==> src/rtl/dssd_pkg.sv <==
`timescale 1ns / 1ps
package dssd_pkg;

   localparam int unsigned HeaderBytes = 16;
   localparam logic [21:0] RateDefault = 22'd8000;

   typedef enum logic [1:0] {
      KIND_HEADER = 2'd0,
      KIND_SAMPLE = 2'd1,
      KIND_END    = 2'd2,
      KIND_SHORT  = 2'd3
   } kind_type;

   typedef enum logic [2:0] {
      OP_HEADER,
      OP_SHORT,
      OP_ONE_SAMPLE,
      OP_TWO_SAMPLES,
      OP_NONE
   } op_type;

   typedef struct packed {
      op_type      op;
      logic        with_end;
      logic [7:0]  sample0;
      logic [7:0]  sample1;
      logic        comp;
      logic        looped;
      logic [21:0] rate;
      logic [31:0] loop_start;
      logic [31:0] total;
   } job_type;

   function automatic logic [7:0] delta_of(input logic [3:0] code);
      logic [7:0] d;
      case (code)
         4'h0:    d = 8'h00;
         4'h1:    d = 8'h01;
         4'h2:    d = 8'h04;
         4'h3:    d = 8'h09;
         4'h4:    d = 8'h10;
         4'h5:    d = 8'h19;
         4'h6:    d = 8'h24;
         4'h7:    d = 8'h31;
         4'h8:    d = 8'hC0;
         4'h9:    d = 8'hCF;
         4'hA:    d = 8'hDC;
         4'hB:    d = 8'hE7;
         4'hC:    d = 8'hF0;
         4'hD:    d = 8'hF7;
         4'hE:    d = 8'hFC;
         default: d = 8'hFF;
      endcase
      return d;
   endfunction

endpackage

==> src/rtl/dssd_front.sv <==
`timescale 1ns / 1ps
module dssd_front (
   input  logic             clock,
   input  logic             reset,
   input  logic             accept,
   input  logic [7:0]       data_byte,
   input  logic             final_byte,
   output logic             push,
   output dssd_pkg::job_type job
);

   logic [4:0]  pos_ff, pos_in;
   logic [31:0] word_ff, word_in;
   logic        comp_ff, comp_in;
   logic        loop_ff, loop_in;
   logic [21:0] rate_ff, rate_in;
   logic [31:0] loff_ff, loff_in;
   logic [31:0] limit_ff, limit_in;
   logic [7:0]  level_ff, level_in;
   logic [31:0] count_ff, count_in;

   logic [31:0] word_new;
   logic [21:0] rate_raw;
   logic [7:0]  level_mid;
   logic [32:0] sum_one;
   logic [32:0] sum_two;
   logic [31:0] sat_one;
   logic [31:0] sat_two;
   logic        job_out;

   always_comb begin
      word_new  = word_ff | ({24'b0, data_byte} << {pos_ff[1:0], 3'b000});
      rate_raw  = word_new[31:10];
      level_mid = level_ff + dssd_pkg::delta_of(data_byte[3:0]);
      sum_one   = {1'b0, count_ff} + 33'd1;
      sum_two   = {1'b0, count_ff} + 33'd2;
      sat_one   = sum_one[32] ? 32'hFFFF_FFFF : sum_one[31:0];
      sat_two   = sum_two[32] ? 32'hFFFF_FFFF : sum_two[31:0];
   end

   always_comb begin
      pos_in   = pos_ff;
      word_in  = word_ff;
      comp_in  = comp_ff;
      loop_in  = loop_ff;
      rate_in  = rate_ff;
      loff_in  = loff_ff;
      limit_in = limit_ff;
      level_in = level_ff;
      count_in = count_ff;
      job_out  = 1'b0;

      job.op         = dssd_pkg::OP_NONE;
      job.with_end   = final_byte;
      job.sample0    = 8'd0;
      job.sample1    = 8'd0;
      job.comp       = 1'b0;
      job.looped     = 1'b0;
      job.rate       = 22'd0;
      job.loop_start = 32'd0;
      job.total      = 32'd0;

      if (!pos_ff[4]) begin
         word_in = word_new;
         if (pos_ff[1:0] == 2'd3) begin
            unique case (pos_ff[3:2])
               2'd0: begin
                  comp_in = word_new[0];
                  loop_in = word_new[30];
               end
               2'd1: rate_in = (rate_raw == 22'd0) ? dssd_pkg::RateDefault : rate_raw;
               2'd2: loff_in = word_new;
               default: limit_in = word_new + 32'd1;
            endcase
            word_in = 32'd0;
         end
         pos_in = pos_ff + 5'd1;
         if (pos_ff[3:0] == 4'd15) begin
            job_out        = 1'b1;
            job.op         = dssd_pkg::OP_HEADER;
            job.comp       = comp_in;
            job.looped     = loop_in;
            job.rate       = rate_in;
            job.loop_start = loff_in;
            job.total      = limit_in;
         end else if (final_byte) begin
            job_out      = 1'b1;
            job.op       = dssd_pkg::OP_SHORT;
            job.with_end = 1'b0;
         end
      end else if (comp_ff) begin
         level_in    = level_mid + dssd_pkg::delta_of(data_byte[7:4]);
         count_in    = sat_two;
         job_out     = 1'b1;
         job.op      = dssd_pkg::OP_TWO_SAMPLES;
         job.sample0 = level_mid;
         job.sample1 = level_in;
         job.total   = sat_two;
      end else if (count_ff < limit_ff) begin
         count_in    = sat_one;
         job_out     = 1'b1;
         job.op      = dssd_pkg::OP_ONE_SAMPLE;
         job.sample0 = data_byte;
         job.total   = sat_one;
      end else begin
         job_out   = final_byte;
         job.total = count_ff;
      end

      if (final_byte) begin
         pos_in   = 5'd0;
         word_in  = 32'd0;
         comp_in  = 1'b0;
         loop_in  = 1'b0;
         rate_in  = 22'd0;
         loff_in  = 32'd0;
         limit_in = 32'd0;
         level_in = 8'd0;
         count_in = 32'd0;
      end
   end

   assign push = accept && job_out;

   always_ff @(posedge clock) begin
      if (reset) begin
         pos_ff   <= 5'd0;
         word_ff  <= 32'd0;
         comp_ff  <= 1'b0;
         loop_ff  <= 1'b0;
         rate_ff  <= 22'd0;
         loff_ff  <= 32'd0;
         limit_ff <= 32'd0;
         level_ff <= 8'd0;
         count_ff <= 32'd0;
      end else if (accept) begin
         pos_ff   <= pos_in;
         word_ff  <= word_in;
         comp_ff  <= comp_in;
         loop_ff  <= loop_in;
         rate_ff  <= rate_in;
         loff_ff  <= loff_in;
         limit_ff <= limit_in;
         level_ff <= level_in;
         count_ff <= count_in;
      end
   end

   assert property (@(posedge clock) disable iff (reset) pos_ff <= 5'd16)
      else $error("header position out of range");
   assert property (@(posedge clock) disable iff (reset)
      accept && final_byte |=> pos_ff == 5'd0 && count_ff == 32'd0)
      else $error("state not cleared after final byte");
   assert property (@(posedge clock) disable iff (reset)
      !pos_ff[4] |-> count_ff == 32'd0 && level_ff == 8'd0)
      else $error("sample state moved during header");

endmodule

==> src/rtl/dssd_queue.sv <==
`timescale 1ns / 1ps
module dssd_queue (
   input  logic                 clock,
   input  logic                 reset,
   input  logic                 push,
   input  dssd_pkg::job_type    push_job,
   input  logic                 pop,
   output logic                 full,
   output logic                 not_empty,
   output dssd_pkg::job_type    head_job
);

   dssd_pkg::job_type slot_ff [2];
   logic       wr_ff, wr_in;
   logic       rd_ff, rd_in;
   logic [1:0] cnt_ff, cnt_in;

   assign full      = cnt_ff == 2'd2;
   assign not_empty = cnt_ff != 2'd0;
   assign head_job  = slot_ff[rd_ff];

   always_comb begin
      wr_in  = push ? ~wr_ff : wr_ff;
      rd_in  = pop ? ~rd_ff : rd_ff;
      cnt_in = cnt_ff + {1'b0, push} - {1'b0, pop};
   end

   always_ff @(posedge clock) begin
      if (reset) begin
         wr_ff  <= 1'b0;
         rd_ff  <= 1'b0;
         cnt_ff <= 2'd0;
      end else begin
         wr_ff  <= wr_in;
         rd_ff  <= rd_in;
         cnt_ff <= cnt_in;
      end
   end

   always_ff @(posedge clock) begin
      if (push) begin
         slot_ff[wr_ff] <= push_job;
      end
   end

   assert property (@(posedge clock) disable iff (reset) cnt_ff <= 2'd2)
      else $error("queue count overflow");
   assert property (@(posedge clock) disable iff (reset) !(push && full))
      else $error("push into full queue");
   assert property (@(posedge clock) disable iff (reset) !(pop && !not_empty))
      else $error("pop from empty queue");

endmodule

==> src/rtl/dssd_back.sv <==
`timescale 1ns / 1ps
module dssd_back (
   input  logic                 clock,
   input  logic                 reset,
   input  logic                 not_empty,
   input  dssd_pkg::job_type    head_job,
   output logic                 pop,
   output logic                 rsp_valid,
   input  logic                 rsp_stall,
   output logic [1:0]           rsp_kind,
   output logic signed [7:0]    rsp_pcm_value,
   output logic                 rsp_compressed_mode,
   output logic                 rsp_loop_enabled,
   output logic [21:0]          rsp_rate_hz,
   output logic [31:0]          rsp_loop_offset,
   output logic [31:0]          rsp_sample_total,
   output logic                 rsp_run_end
);

   logic [1:0]  idx_ff, idx_in;
   logic        valid_ff, valid_in;
   logic [1:0]  kind_ff, kind_in;
   logic [7:0]  pcm_ff, pcm_in;
   logic        comp_ff, comp_in;
   logic        loop_ff, loop_in;
   logic [21:0] rate_ff, rate_in;
   logic [31:0] loff_ff, loff_in;
   logic [31:0] total_ff, total_in;
   logic        last_ff, last_in;

   logic [1:0] base_cnt;
   logic [1:0] res_cnt;
   logic       load;
   logic       is_last;

   always_comb begin
      unique case (head_job.op)
         dssd_pkg::OP_HEADER, dssd_pkg::OP_SHORT, dssd_pkg::OP_ONE_SAMPLE: base_cnt = 2'd1;
         dssd_pkg::OP_TWO_SAMPLES: base_cnt = 2'd2;
         default: base_cnt = 2'd0;
      endcase
      res_cnt = base_cnt + {1'b0, head_job.with_end};
      load    = not_empty && (!valid_ff || !rsp_stall);
      is_last = idx_ff == res_cnt - 2'd1;
      pop     = load && is_last;
   end

   always_comb begin
      kind_in  = dssd_pkg::KIND_END;
      pcm_in   = 8'd0;
      comp_in  = 1'b0;
      loop_in  = 1'b0;
      rate_in  = 22'd0;
      loff_in  = 32'd0;
      total_in = (head_job.op == dssd_pkg::OP_HEADER) ? 32'd0 : head_job.total;
      last_in  = is_last;
      if (idx_ff < base_cnt) begin
         unique case (head_job.op)
            dssd_pkg::OP_HEADER: begin
               kind_in  = dssd_pkg::KIND_HEADER;
               comp_in  = head_job.comp;
               loop_in  = head_job.looped;
               rate_in  = head_job.rate;
               loff_in  = head_job.loop_start;
               total_in = head_job.total;
            end
            dssd_pkg::OP_SHORT: begin
               kind_in  = dssd_pkg::KIND_SHORT;
               total_in = 32'd0;
            end
            default: begin
               kind_in  = dssd_pkg::KIND_SAMPLE;
               pcm_in   = (idx_ff == 2'd0) ? head_job.sample0 : head_job.sample1;
               total_in = 32'd0;
            end
         endcase
      end
      idx_in   = load ? (is_last ? 2'd0 : idx_ff + 2'd1) : idx_ff;
      valid_in = load ? 1'b1 : (valid_ff && rsp_stall);
   end

   always_ff @(posedge clock) begin
      if (reset) begin
         idx_ff   <= 2'd0;
         valid_ff <= 1'b0;
      end else begin
         idx_ff   <= idx_in;
         valid_ff <= valid_in;
      end
   end

   always_ff @(posedge clock) begin
      if (load) begin
         kind_ff  <= kind_in;
         pcm_ff   <= pcm_in;
         comp_ff  <= comp_in;
         loop_ff  <= loop_in;
         rate_ff  <= rate_in;
         loff_ff  <= loff_in;
         total_ff <= total_in;
         last_ff  <= last_in;
      end
   end

   assign rsp_valid           = valid_ff;
   assign rsp_kind            = kind_ff;
   assign rsp_pcm_value       = pcm_ff;
   assign rsp_compressed_mode = comp_ff;
   assign rsp_loop_enabled    = loop_ff;
   assign rsp_rate_hz         = rate_ff;
   assign rsp_loop_offset     = loff_ff;
   assign rsp_sample_total    = total_ff;
   assign rsp_run_end         = last_ff;

   assert property (@(posedge clock) disable iff (reset) idx_ff <= 2'd2)
      else $error("result index out of range");
   assert property (@(posedge clock) disable iff (reset) pop |-> load)
      else $error("job retired without a transfer");
   assert property (@(posedge clock) disable iff (reset)
      valid_ff && (kind_ff == dssd_pkg::KIND_SHORT || kind_ff == dssd_pkg::KIND_END)
      |-> last_ff)
      else $error("terminal result without run end");
   assert property (@(posedge clock) disable iff (reset)
      valid_ff && kind_ff != dssd_pkg::KIND_HEADER |-> !comp_ff && !loop_ff)
      else $error("header flags on non-header result");

endmodule

==> src/rtl/delta_sample_stream_decoder.sv <==
`timescale 1ns / 1ps
// Decodes a delta-coded sample file fed one byte per transfer. A byte is taken
// in every cycle while the two-entry job queue between the byte parser and the
// result sequencer has room. The result port issues one result per cycle, while
// rsp_stall is low, from a registered output stage, so the sustained rate is one
// byte per cycle in raw mode; in compressed mode each byte gives two samples and
// the result port bounds the byte rate. The job of a byte is written into the
// queue and then loaded into the output stage, from which its result transfers.
// The 16-byte header yields a header result, a final byte adds an end result,
// and a file that ends inside the header yields a single short-file result.
module delta_sample_stream_decoder (
   input  logic               clock,
   input  logic               reset,
   input  logic               req_valid,
   output logic               req_stall,
   input  logic [7:0]         req_data_byte,
   input  logic               req_final_byte,
   output logic               rsp_valid,
   input  logic               rsp_stall,
   output logic [1:0]         rsp_kind,
   output logic signed [7:0]  rsp_pcm_value,
   output logic               rsp_compressed_mode,
   output logic               rsp_loop_enabled,
   output logic [21:0]        rsp_rate_hz,
   output logic [31:0]        rsp_loop_offset,
   output logic [31:0]        rsp_sample_total,
   output logic               rsp_run_end
);

   logic                    q_push;
   logic                    q_pop;
   logic                    q_full;
   logic                    q_not_empty;
   dssd_pkg::job_type       push_job;
   dssd_pkg::job_type       head_job;
   logic                    accept;

   assign req_stall = q_full;
   assign accept    = req_valid && !q_full;

   dssd_front u_front (
      .clock      (clock),
      .reset      (reset),
      .accept     (accept),
      .data_byte  (req_data_byte),
      .final_byte (req_final_byte),
      .push       (q_push),
      .job        (push_job)
   );

   dssd_queue u_queue (
      .clock     (clock),
      .reset     (reset),
      .push      (q_push),
      .push_job  (push_job),
      .pop       (q_pop),
      .full      (q_full),
      .not_empty (q_not_empty),
      .head_job  (head_job)
   );

   dssd_back u_back (
      .clock               (clock),
      .reset               (reset),
      .not_empty           (q_not_empty),
      .head_job            (head_job),
      .pop                 (q_pop),
      .rsp_valid           (rsp_valid),
      .rsp_stall           (rsp_stall),
      .rsp_kind            (rsp_kind),
      .rsp_pcm_value       (rsp_pcm_value),
      .rsp_compressed_mode (rsp_compressed_mode),
      .rsp_loop_enabled    (rsp_loop_enabled),
      .rsp_rate_hz         (rsp_rate_hz),
      .rsp_loop_offset     (rsp_loop_offset),
      .rsp_sample_total    (rsp_sample_total),
      .rsp_run_end         (rsp_run_end)
   );

endmodule

==> config.mk <==
export PLATFORM = sky130hd
export DESIGN_NAME = delta_sample_stream_decoder
export DESIGN_NICKNAME = d
export VERILOG_FILES = /design/src/rtl/dssd_pkg.sv /design/src/rtl/dssd_front.sv /design/src/rtl/dssd_queue.sv /design/src/rtl/dssd_back.sv /design/src/rtl/delta_sample_stream_decoder.sv
export SDC_FILE = /design/constraint.sdc
export NUM_CORES = 1
export LEC_CHECK = 0
export ABC_AREA = 1
export BUFFER_PORTS_ARGS = -buffer_cell sky130_fd_sc_hd__buf_2
export CORE_MARGIN = 3
export CORE_UTILIZATION = 60
export CTS_BUF_LIST = sky130_fd_sc_hd__clkbuf_4 sky130_fd_sc_hd__clkbuf_8 sky130_fd_sc_hd__clkbuf_16
export DETAILED_ROUTE_END_ITERATION = 7
export PLACE_DENSITY_LB_ADDON = 0.08
export SLEW_MARGIN = 25
export SYNTH_ARGS = -nofsm -noshare
export SYNTH_HDL_FRONTEND = slang
export SYNTH_SLANG_ARGS = --single-unit
==> constraint.sdc <==
create_clock -name clock -period 8 [get_ports clock]
set_clock_uncertainty 0.1 [all_clocks]
set_input_delay 1.6 -clock clock [delete_from_list [all_inputs] [get_ports clock]]
set_output_delay 1.6 -clock clock [all_outputs]
set_load 0.01 [all_outputs]
==> summary.log <==
qor: synthesis.ys_dominant_reg_cell sky130_fd_sc_hd__edfxtp_1
qor: power.clkPwrFrac 31.7%
qor: placed_design.gpl.final_weighted_congestion 0.960
qor: clock_tree.tritoncts built
qor: synthesis.synth.top_cell.area_share 38.6%
qor: synthesis.mapped_nets 2961
qor: power.cellPowerDensity 268 nW/µm²
qor: floorplan.initial_cell_density_of_the_core 61.3%
qor: drt.top_layer_used met4
qor: power.combinationalPowerShare 22.9%
qor: floorplan.die_h 208 µm
qor: drt.dr_total_vias 20800
qor: finish.fin_util 67.4%
qor: sta.timing.final.max_slew_violations 0
qor: floorplan.site_row_count 73
qor: clock_tree.clockRootBuffer sky130_fd_sc_hd__clkbuf_16
qor: sta.final.min_clock_period 4.40 ns
qor: drt.initialDrtViolationCount 2277
qor: drt.wirelength_met1 28.3 mm
qor: clock_tree.cts_buffer_count 49
qor: finish.sequential_cell_area 12900 µm²
qor: hold_path.class_of_the_tightest_hold_or_removal_check reg2reg
qor: power.power.static_leakage 9.78 nW
qor: grt.initial_antenna_violation_count 1
qor: drt.final_antenna_net_count 0
qor: placed_design.detailed_place_hpwl 47.6 mm
qor: drt.drt_wl_total 70.3 mm
qor: worst_setup_path.worst_setup_path_start_kind primary input
qor: sta.grt_setup_unrepaired false
qor: synthesis.unique_cell_type_count_in_the_yosys_netlist 51
qor: synthesis.avgSynthCellArea 8.50 µm²
qor: sta.finalHoldViolCount 0
qor: grt.grt_first_pass_wirelength 110 mm
qor: synthesis.syn_inst 2883
qor: synthesis.ys_warn_count 0
qor: finish.synthToLayoutAreaGrowth 9.95%
qor: clock_tree.clkSlewWorstSetupHoldPaths 0.06 ns
qor: sta.worst-slew-pin-transition 1.00 ns
qor: floorplan.die_width 208 µm
qor: power.switchingPower 0.00236 W
qor: finish.fillCellCount 3173
qor: sta.fmaxAchievable 227 MHz
qor: synthesis.ys_top_cells_by_count 735 x sky130_fd_sc_hd__nand2_1, 315 x sky130_fd_sc_hd__edfxtp_1, 288 x sky130_fd_sc_hd__nor2_1
qor: worst_setup_path.worst_ep_required_time 8.22 ns
qor: synthesis.synthArstFlopShare 0%
qor: floorplan.coreArea 40000 µm²
qor: floorplan.dieArea 43300 µm²
qor: drt.drt-pass1-iter-count 6
qor: finish.ratio_of_cells_with_drive_above_1_in_the_final_layout 12.7%
qor: synthesis.synth-edff-count 315
qor: drt.detailroute.wirelength.met3 6.05 mm
qor: grt.grtUsageTotal 31.8%
qor: synthesis.syn_area 24500 µm²
qor: clock_tree.insertion_delay 0.60 ns
qor: power.peakVddDrop 268 µV
qor: run.max_cap_viol_count 0
qor: grt.total_global_routing_overflow 0
qor: drt.vias_per_cell 5.96
qor: power.sw_frac_of_total 32.6%
qor: power.power.internal 0.00488 W
qor: clock_tree.cts.sinks 488
qor: placed_design.placement.cell_area 25300 µm²
qor: clock_tree.cts_hold_buffers 0
qor: worst_setup_path.setup.worst_path.end_class flip-flop
qor: finish.layout.cells.non_filler 3494
qor: sta.setup_total_negative_slack 0 ns
qor: sta.setup-violations-final 0
qor: synthesis.synth.most_common_cell sky130_fd_sc_hd__nand2_1
qor: clock_tree.post-cts-setup-buffer-count 0
qor: clock_tree.cts_max_path_buffers 3
qor: grt.largest_net_degree_at_the_start_of_global_routing 74
qor: clock_tree.post_cts_resize_count 0
qor: placed_design.placement.io_buffers 113
qor: placed_design.dp.cells 3401
qor: clock_tree.htreeDepth 2
qor: synthesis.synth_seq_cells 488
qor: outcome.outcome complete, no violations
qor: synthesis.synth_area_leader_cell sky130_fd_sc_hd__edfxtp_1
qor: drt.post_drt_wl_per_cell 20.1 µm
qor: finish.multi_input_logic_area 10100 µm²
qor: finish.num-nets-final 3006
qor: sta.final_critical_path_setup_slack 3.60 ns
qor: power.power_frac_seq 45.5%
qor: drt.detail_route.drc_violations 0
qor: worst_setup_path.crit_fanout 9
qor: synthesis.post_synth_main_area_contributors sky130_fd_sc_hd__edfxtp_1 39%, sky130_fd_sc_hd__dfxtp_1 14%, sky130_fd_sc_hd__nand2_1 11%
qor: floorplan.io_pins 114
qor: synthesis.synth_seq_area_share 52.7%
qor: sta.period_share 55.1%
qor: worst_setup_path.crit_type in2reg
qor: finish.final_area 27000 µm²
qor: worst_setup_path.timing.critical_path.arrival 4.63 ns
qor: drt.dr_wl_met2 33.2 mm
qor: grt.via_count_of_the_first_global_routing_pass 19600
qor: sta.slew_headroom 32.9%
qor: placed_design.placement.setup.worst_slack 3.06 ns
-- kinds of logic after synthesis --
group	share of synthesized area [%]
multiplexers	0.122
adder cells (fa/ha/maj)	3.38
AND/OR/NAND/NOR	25.6
AO/OA/AOI/OAI	10.5
XOR/XNOR	1.17
flip-flops	52.7
buffers and inverters	6.56
-- state kept, by name (all words and copies together), names as in the netlist, 5 cells and up, named ones only --
name and flops:
u_queue.slot_ff 216, u_back.rsp_loop_offset 32, u_back.rsp_sample_total 32, u_front.count_ff 32
u_front.limit_ff 32, u_front.loff_ff 32, u_front.word_ff 32, u_back.rsp_rate_hz 22
u_front.rate_ff 22, u_back.rsp_pcm_value 8, u_front.level_ff 8, u_front.pos_ff 5
-- critical path, stage by stage --
cell                       delay, ns
sky130_fd_sc_hd__buf_2          0.22
sky130_fd_sc_hd__inv_1          0.13
sky130_fd_sc_hd__ha_1           0.30
sky130_fd_sc_hd__a21boi_0       0.17
sky130_fd_sc_hd__o21ai_0        0.11
sky130_fd_sc_hd__ha_1           0.37
sky130_fd_sc_hd__nand2_1        0.06
sky130_fd_sc_hd__o21ai_0        0.26
sky130_fd_sc_hd__nand2_1        0.09
sky130_fd_sc_hd__nand2_1        0.07
sky130_fd_sc_hd__a21oi_1        0.07
sky130_fd_sc_hd__xnor2_1        0.21
sky130_fd_sc_hd__ha_1           0.31
sky130_fd_sc_hd__nand2_1        0.10
sky130_fd_sc_hd__inv_1          0.04
sky130_fd_sc_hd__nand3_1        0.07
sky130_fd_sc_hd__o211ai_1       0.14
sky130_fd_sc_hd__a21o_1         0.20
sky130_fd_sc_hd__nand2_1        0.05
sky130_fd_sc_hd__nor2_1         0.05
-- area by class of cell --
class                   instances  share of cell area, %
diodes                          2                 0.0186
clock buffers                  63                   4.98
clock inverters                27                  0.933
inverters                     240                   3.41
multi-input cells            2008                   37.3
flip-flops and latches        488                   48.0
well taps                     525                   2.44
repair buffers                141                   2.96
-- power groups by stage --
| stage | combinational (W) | clock, W | sequential [W] |
|---|---|---|---|
| 6_report | 0.00165 | 0.00229 | 0.00329 |
| 5_1_grt | 0.00180 | 0.00242 | 0.00332 |
| 3_5_place_dp | 0.00165 | 0 | 0.00334 |
| 2_1_floorplan | 0.000953 | 0 | 0.00345 |
| 3_3_place_gp | 0.00160 | 0 | 0.00333 |
| 4_1_cts | 0.00165 | 0.00231 | 0.00330 |
-- routing by layer --
metal  up-vias  global-route usage, %
li1       9736                      -
met2       968                   51.7
met1      9933                   43.1
met3       186                   5.61
met5         -                      0
met4         0                   11.8
-- metrics by stage --
stage	power [W]	hold WS, ns
global placement	0.00493	0.342
detailed placement	0.00499	0.349
global route	0.00754	0.382
CTS	0.00726	0.358
finish	0.00724	0.362
floorplan	0.00440	0.334
-- path summary, 6_finish.rpt --
kind	start	end	slack, ns	cells past startpoint
setup / recovery	req_data_byte[0]	u_queue.slot_ff[0][95]	3.60	20
hold / removal	u_front.word_ff[13]	u_front.word_ff[13]	0.36	2
setup reg to reg	flip-flop	u_queue.cnt_ff[1]	3.64	17
hold reg to reg	u_front.word_ff[13]	u_front.word_ff[13]	0.36	2
-- layout by cell type (no fill, tap or decap), types with 49 or more instances in the layout --
cell and instances:
sky130_fd_sc_hd__edfxtp_1 315, sky130_fd_sc_hd__nand3_1 266, sky130_fd_sc_hd__buf_2 112, sky130_fd_sc_hd__dfxtp_1 171, sky130_fd_sc_hd__o21ai_0 136, sky130_fd_sc_hd__nor2_1 284, sky130_fd_sc_hd__inv_1 221, sky130_fd_sc_hd__ha_1 63
sky130_fd_sc_hd__a21oi_1 214, sky130_fd_sc_hd__clkbuf_16 49, sky130_fd_sc_hd__nand2_1 733, sky130_fd_sc_hd__nor3_1 55
Power figures use the tool's default switching activity.
